===== src/rtl/register_bytecode_executor_macros.svh =====
// Assertion macros for the register bytecode executor.
// Expects clk_i and rst_ni in the scope of use.
`ifndef REGISTER_BYTECODE_EXECUTOR_MACROS_SVH
`define REGISTER_BYTECODE_EXECUTOR_MACROS_SVH

// Property checked on every clock, off while reset is asserted.
`define RBE_ASSERT(label, prop, msg) \
  label: assert property (@(posedge clk_i) disable iff (!rst_ni) (prop)) \
    else $error(msg);

// Trigger in one cycle implies the property in the next.
`define RBE_ASSERT_NEXT(label, trig, prop, msg) \
  label: assert property (@(posedge clk_i) disable iff (!rst_ni) (trig) |=> (prop)) \
    else $error(msg);

`endif


===== src/rtl/rbe_pkg.sv =====
// Shared types and constants of the register bytecode executor.
// No dependencies.
`default_nettype none

package rbe_pkg;

  localparam int unsigned DataW = 32;
  localparam int unsigned IdxW  = 8;
  localparam int unsigned CntW  = $clog2(DataW);

  typedef enum logic [2:0] {
    OpLoadk = 3'd0,
    OpAdd   = 3'd1,
    OpSub   = 3'd2,
    OpMul   = 3'd3,
    OpDiv   = 3'd4,
    OpPrint = 3'd5,
    OpHalt  = 3'd6,
    OpNop   = 3'd7
  } op_e;

  localparam logic KindValue   = 1'b0;
  localparam logic KindDivZero = 1'b1;

  typedef struct packed {
    logic busy;
    logic done;
  } div_status_t;

endpackage

`default_nettype wire


===== src/rtl/rbe_divider.sv =====
// Signed divider, truncating toward zero, one quotient bit per cycle.
// Depends on rbe_pkg. Divisor must be nonzero.
`default_nettype none

module rbe_divider (
  input  wire logic                      clk_i,
  input  wire logic                      rst_ni,
  input  wire logic                      start_i,
  input  wire logic [rbe_pkg::DataW-1:0] dividend_i,
  input  wire logic [rbe_pkg::DataW-1:0] divisor_i,
  output rbe_pkg::div_status_t           status_o,
  output logic      [rbe_pkg::DataW-1:0] quotient_o
);
  import rbe_pkg::*;

  logic             busy_q, busy_d, done_q, done_d;
  logic [CntW-1:0]  cnt_q, cnt_d;
  logic [DataW:0]   rem_q, rem_d;
  logic [DataW-1:0] quo_q, quo_d, dvs_q, dvs_d;
  logic             neg_q, neg_d;
  logic [DataW:0]   shifted, trial;

  assign shifted = {rem_q[DataW-1:0], quo_q[DataW-1]};
  assign trial   = shifted - {1'b0, dvs_q};

  always_comb begin
    busy_d = busy_q;
    done_d = 1'b0;
    cnt_d  = cnt_q;
    rem_d  = rem_q;
    quo_d  = quo_q;
    dvs_d  = dvs_q;
    neg_d  = neg_q;
    if (start_i) begin
      busy_d = 1'b1;
      cnt_d  = '0;
      rem_d  = '0;
      quo_d  = dividend_i[DataW-1] ? (DataW'(0) - dividend_i) : dividend_i;
      dvs_d  = divisor_i[DataW-1] ? (DataW'(0) - divisor_i) : divisor_i;
      neg_d  = dividend_i[DataW-1] ^ divisor_i[DataW-1];
    end else if (busy_q) begin
      if (trial[DataW]) begin
        rem_d = shifted;
        quo_d = {quo_q[DataW-2:0], 1'b0};
      end else begin
        rem_d = trial;
        quo_d = {quo_q[DataW-2:0], 1'b1};
      end
      cnt_d = cnt_q + 1'b1;
      if (cnt_q == CntW'(DataW - 1)) begin
        busy_d = 1'b0;
        done_d = 1'b1;
      end
    end
  end

  always_ff @(posedge clk_i or negedge rst_ni) begin
    if (!rst_ni) begin
      busy_q <= 1'b0;
      done_q <= 1'b0;
      cnt_q  <= '0;
    end else begin
      busy_q <= busy_d;
      done_q <= done_d;
      cnt_q  <= cnt_d;
    end
  end

  always_ff @(posedge clk_i) begin
    rem_q <= rem_d;
    quo_q <= quo_d;
    dvs_q <= dvs_d;
    neg_q <= neg_d;
  end

  assign status_o.busy = busy_q;
  assign status_o.done = done_q;
  assign quotient_o    = neg_q ? (DataW'(0) - quo_q) : quo_q;

endmodule

`default_nettype wire


===== config.mk =====
export PLATFORM = sky130hd
export DESIGN_NAME = rbe_divider
export DESIGN_NICKNAME = d
export VERILOG_FILES = /design/src/rtl/register_bytecode_executor_macros.svh /design/src/rtl/rbe_pkg.sv /design/src/rtl/rbe_divider.sv
export SDC_FILE = /design/constraint.sdc
export NUM_CORES = 1
export LEC_CHECK = 0
export BUFFER_PORTS_ARGS = -buffer_cell sky130_fd_sc_hd__buf_2
export CAP_MARGIN = 20
export CORE_UTILIZATION = 33
export DETAILED_ROUTE_END_ITERATION = 6
export GPL_ROUTABILITY_DRIVEN = 0
export RECOVER_POWER = 100
export SLEW_MARGIN = 0
export SYNTH_ARGS = -nofsm -noshare
export SYNTH_HDL_FRONTEND = slang
export SYNTH_SLANG_ARGS = --single-unit

===== constraint.sdc =====
create_clock -name clk_i -period 7.3 [get_ports clk_i]
set_clock_uncertainty 0.2 [all_clocks]
set_input_delay 0.73 -clock clk_i [delete_from_list [all_inputs] [get_ports clk_i]]
set_output_delay 0.73 -clock clk_i [all_outputs]
set_load 0.02 [all_outputs]

==> run summary <==
Unique masters post-synth: 63
max incr delay on CP: 2.26 ns
Final min period: 5.394 ns
cell chain of the critical path: inv_1, ha_1, fa_1, nand2b_1, a21oi_1, o21ai_0, a21oi_1, o21ai_0, xnor2_1, nand2_1, a311oi_1
Initial DRC Count: 330
Hold Path Class: flip-flop to flip-flop
violated checks: capacitance limit, slew limit
Synth area leaders: edfxtp_1 (25%), xnor2_1 (8.7%), dfxtp_1 (8.3%)
endpoint of the worst register-to-register path: rem_q[17]
max_cap viols: 5
H-tree depth: 3
gr usage total: 0.1555
Yosys top cell by area: edfxtp_1
CTS Sinks: 104
post-synthesis async set-or-reset flop share: 0.06731
DRC: 0
global-route wire length before repair: 30500 um
grt ovf: 0
Max transition margin: -1.068
share of layout cells above drive strength 1: 0.09295
WS Path Type: flip-flop to flip-flop
most frequent cells in the layout: nand2_1 (116), nor2_1 (86), xnor2_1 (77), a21oi_1 (68), edfxtp_1 (65)
Slew Limit Fails: 235
Wirelength per Cell: 13.87 um
Worst setup startpoint: quo_q[31]
Final setup viols: 0
CP Launch Type: flip-flop
final wirelength: 17920 um
Hold Crit Start: rem_q[11]
mapped cell area: 7712 sq um
FF-to-FF path depth: 11
routed vias/inst: 5.077
initial antenna violation count: 1
Hold EP: rem_q[12]
post_cts resized: 0
worst-skew pair later-pin latency: 0.35 ns
Final #Nets: 1079
Reg2Reg Launch Point: quo_q[31]
Detailed Place HPWL: 13160 um
cells after synthesis: 904
Syn Nets: 1009
io pins: 101
core region area: 22780 sq um
die area: 23990 sq um
Final Cycle Share: 0.7390
vias in the first global route: 6269
Power Density: 190.8 nW/um^2
Syn Area/Cell: 8.531 sq um
Die X: 154.9 um
Max VDD drop: 0.0001197 V
DRT Pass-1 Iters: 4
RSZ-0062 raised after global routing: false
via count: 6560
YS warnings: 0
pin count of the biggest net entering global routing: 83
Yosys top cell area share: 0.2531
clock-pin slew on the worst setup and hold paths: 0.07 ns
fin util: 0.3845
ys flop type: edfxtp_1
CP Capture Type: flip-flop
Fin. Hold Viols: 0
Die Y: 154.9 um
area delta synth->final: 13.55%
CP Data Required Time: 7.31 ns
diodes inserted: 0
Max Clock Freq: 185.4 MHz
status: complete, but fails checks
CTS tree: done
TNS Setup: 0 ns
row count: 55
Worst-Margin Slew: 3.102 ns
CP arrival: 5.40 ns
total CTS buffers: 9
Leak Pwr: 3.314 nW
CP max FO: 34
hold depth: 2
CTS max path bufs: 2
# Post-CTS Setup Buffers: 0
FF+latch count, synth: 104
Initial Util: 0.3386
Antenna Nets Post-Route: 0
r2r setup slk: 1.91 ns
Clock Tree Root: clkbuf_16
Seq/Total Area, Yosys: 0.3589
CP max stage cell: xnor2_1
EDFF count, synth: 65
commonest non-fill, non-tap cell in the layout: nand2_1
PortBufs: 100
fillers: 2393
==> metrics by stage <==
stage | setup slack [ns] | area [sq um] | instances | power, mW | hold WS [ns]
floorplan | 3.349 | 7712 | 904 | 0.9792 | 0.2344
global placement | 3.223 | 8484 | 1275 | 1.098 | 0.2833
detailed placement | 3.151 | 8484 | 1275 | 1.102 | 0.2884
CTS | 2.761 | 8861 | 1292 | 1.703 | 0.2986
global route | 1.349 | 8757 | 1292 | 1.764 | 0.3187
finish | 1.906 | 8757 | 1292 | 1.671 | 0.2928
==> critical path, delay by kind of cell, from the launching register on <==
kind	cells	cell delay, ns
xor+xnor	1	2.26
compound gates	5	1.36
fa+ha+maj	2	0.61
flops	1	0.40
simple gates	2	0.35
buf+inv	1	0.06
==> where the power goes <==
group / switching (mW) / internal, mW / total, mW
Sequential: 0.0424 / 0.679 / 0.721
Combinational: 0.221 / 0.137 / 0.358
Clock: 0.221 / 0.371 / 0.592
==> cell type report <==
class | count | area (sq um) | share of cell area
Multi-Input combinational cell | 709 | 4578 | 0.5228
Clock inverter | 7 | 141.4 | 0.01615
Clock buffer | 9 | 225.2 | 0.02572
Tap cell | 313 | 391.6 | 0.04472
Timing Repair Buffer | 103 | 475.5 | 0.05429
Inverter | 47 | 176.4 | 0.02015
Sequential cell | 104 | 2769 | 0.3162
==> cells in the mapped netlist (2+ instances only) <==
library cell / count
inv_1: 47
o311ai_0: 3
or4_4: 4
dfxtp_1: 32
and3_1: 3
o41ai_1: 12
nand2_1: 116
a311oi_1: 24
nor4_1: 5
buf_4: 3
xor2_1: 43
or3_1: 15
a21oi_1: 68
clkbuf_1: 40
or4_1: 9
a21o_1: 5
a2111oi_0: 2
nor3b_1: 3
ha_1: 37
o21ai_0: 54
o211ai_1: 6
o2bb2ai_1: 2
or2_2: 4
nor3_1: 10
nand3_1: 11
dfrtp_1: 7
xnor2_1: 77
edfxtp_1: 65
o31ai_1: 25
nand3b_1: 3
nand2b_1: 15
nand4_1: 9
nor2_1: 86
a211oi_1: 7
o21a_1: 4
mux2i_1: 4
nor2b_1: 8
a31oi_1: 7
o21bai_1: 5
==> worst max-delay path by stage <==
stage / end / slack, ns / cells past startpoint
final: rem_q[17] / 1.91 / 11
after detailed placement: quotient_o[26] / 3.15 / 11
after CTS: quotient_o[26] / 2.76 / 11
after global placement: quotient_o[26] / 3.22 / 8
after floorplan: quotient_o[26] / 3.35 / 7
after global routing: rem_q[4] / 1.35 / 11
==> cells by family (layout without fill, tap and decap cells) <==
group	after synthesis	count (layout)	share of synthesized area
AOI/OAI and AO/OA	237	237	0.1999
xor gates and xnor gates	120	120	0.1363
adders and majority gates	38	38	0.06262
buffers and inverters	91	166	0.04575
DFF	104	104	0.3589
muxes	4	4	0.005192
and+or+nand+nor	310	310	0.1914
==> per-layer routing <==
metal  part of all wire  vias to the layer above  GRT usage
li1                   -                     3398          -
met1               0.50                     3027     0.2106
met2               0.45                      121     0.2595
met3              0.037                       12    0.02423
met4             0.0098                        2    0.03583
met5            0.00073                        -          0
==> flip-flops by register name, indices dropped and copies added (netlist names) <==
signal and flops:
done_q 1, rem_q 32, quo_q 32, dvs_q 32
neg_q 1, busy_q 1, cnt_q 5
==> timing repair <==
| action | CTS | global route |
|---|---|---|
| hold endpoints to repair | 7 | 0 |
| setup endpoints to repair | 0 | 0 |
| hold buffers | 1 | 0 |
Power figures use the tool's default switching activity.
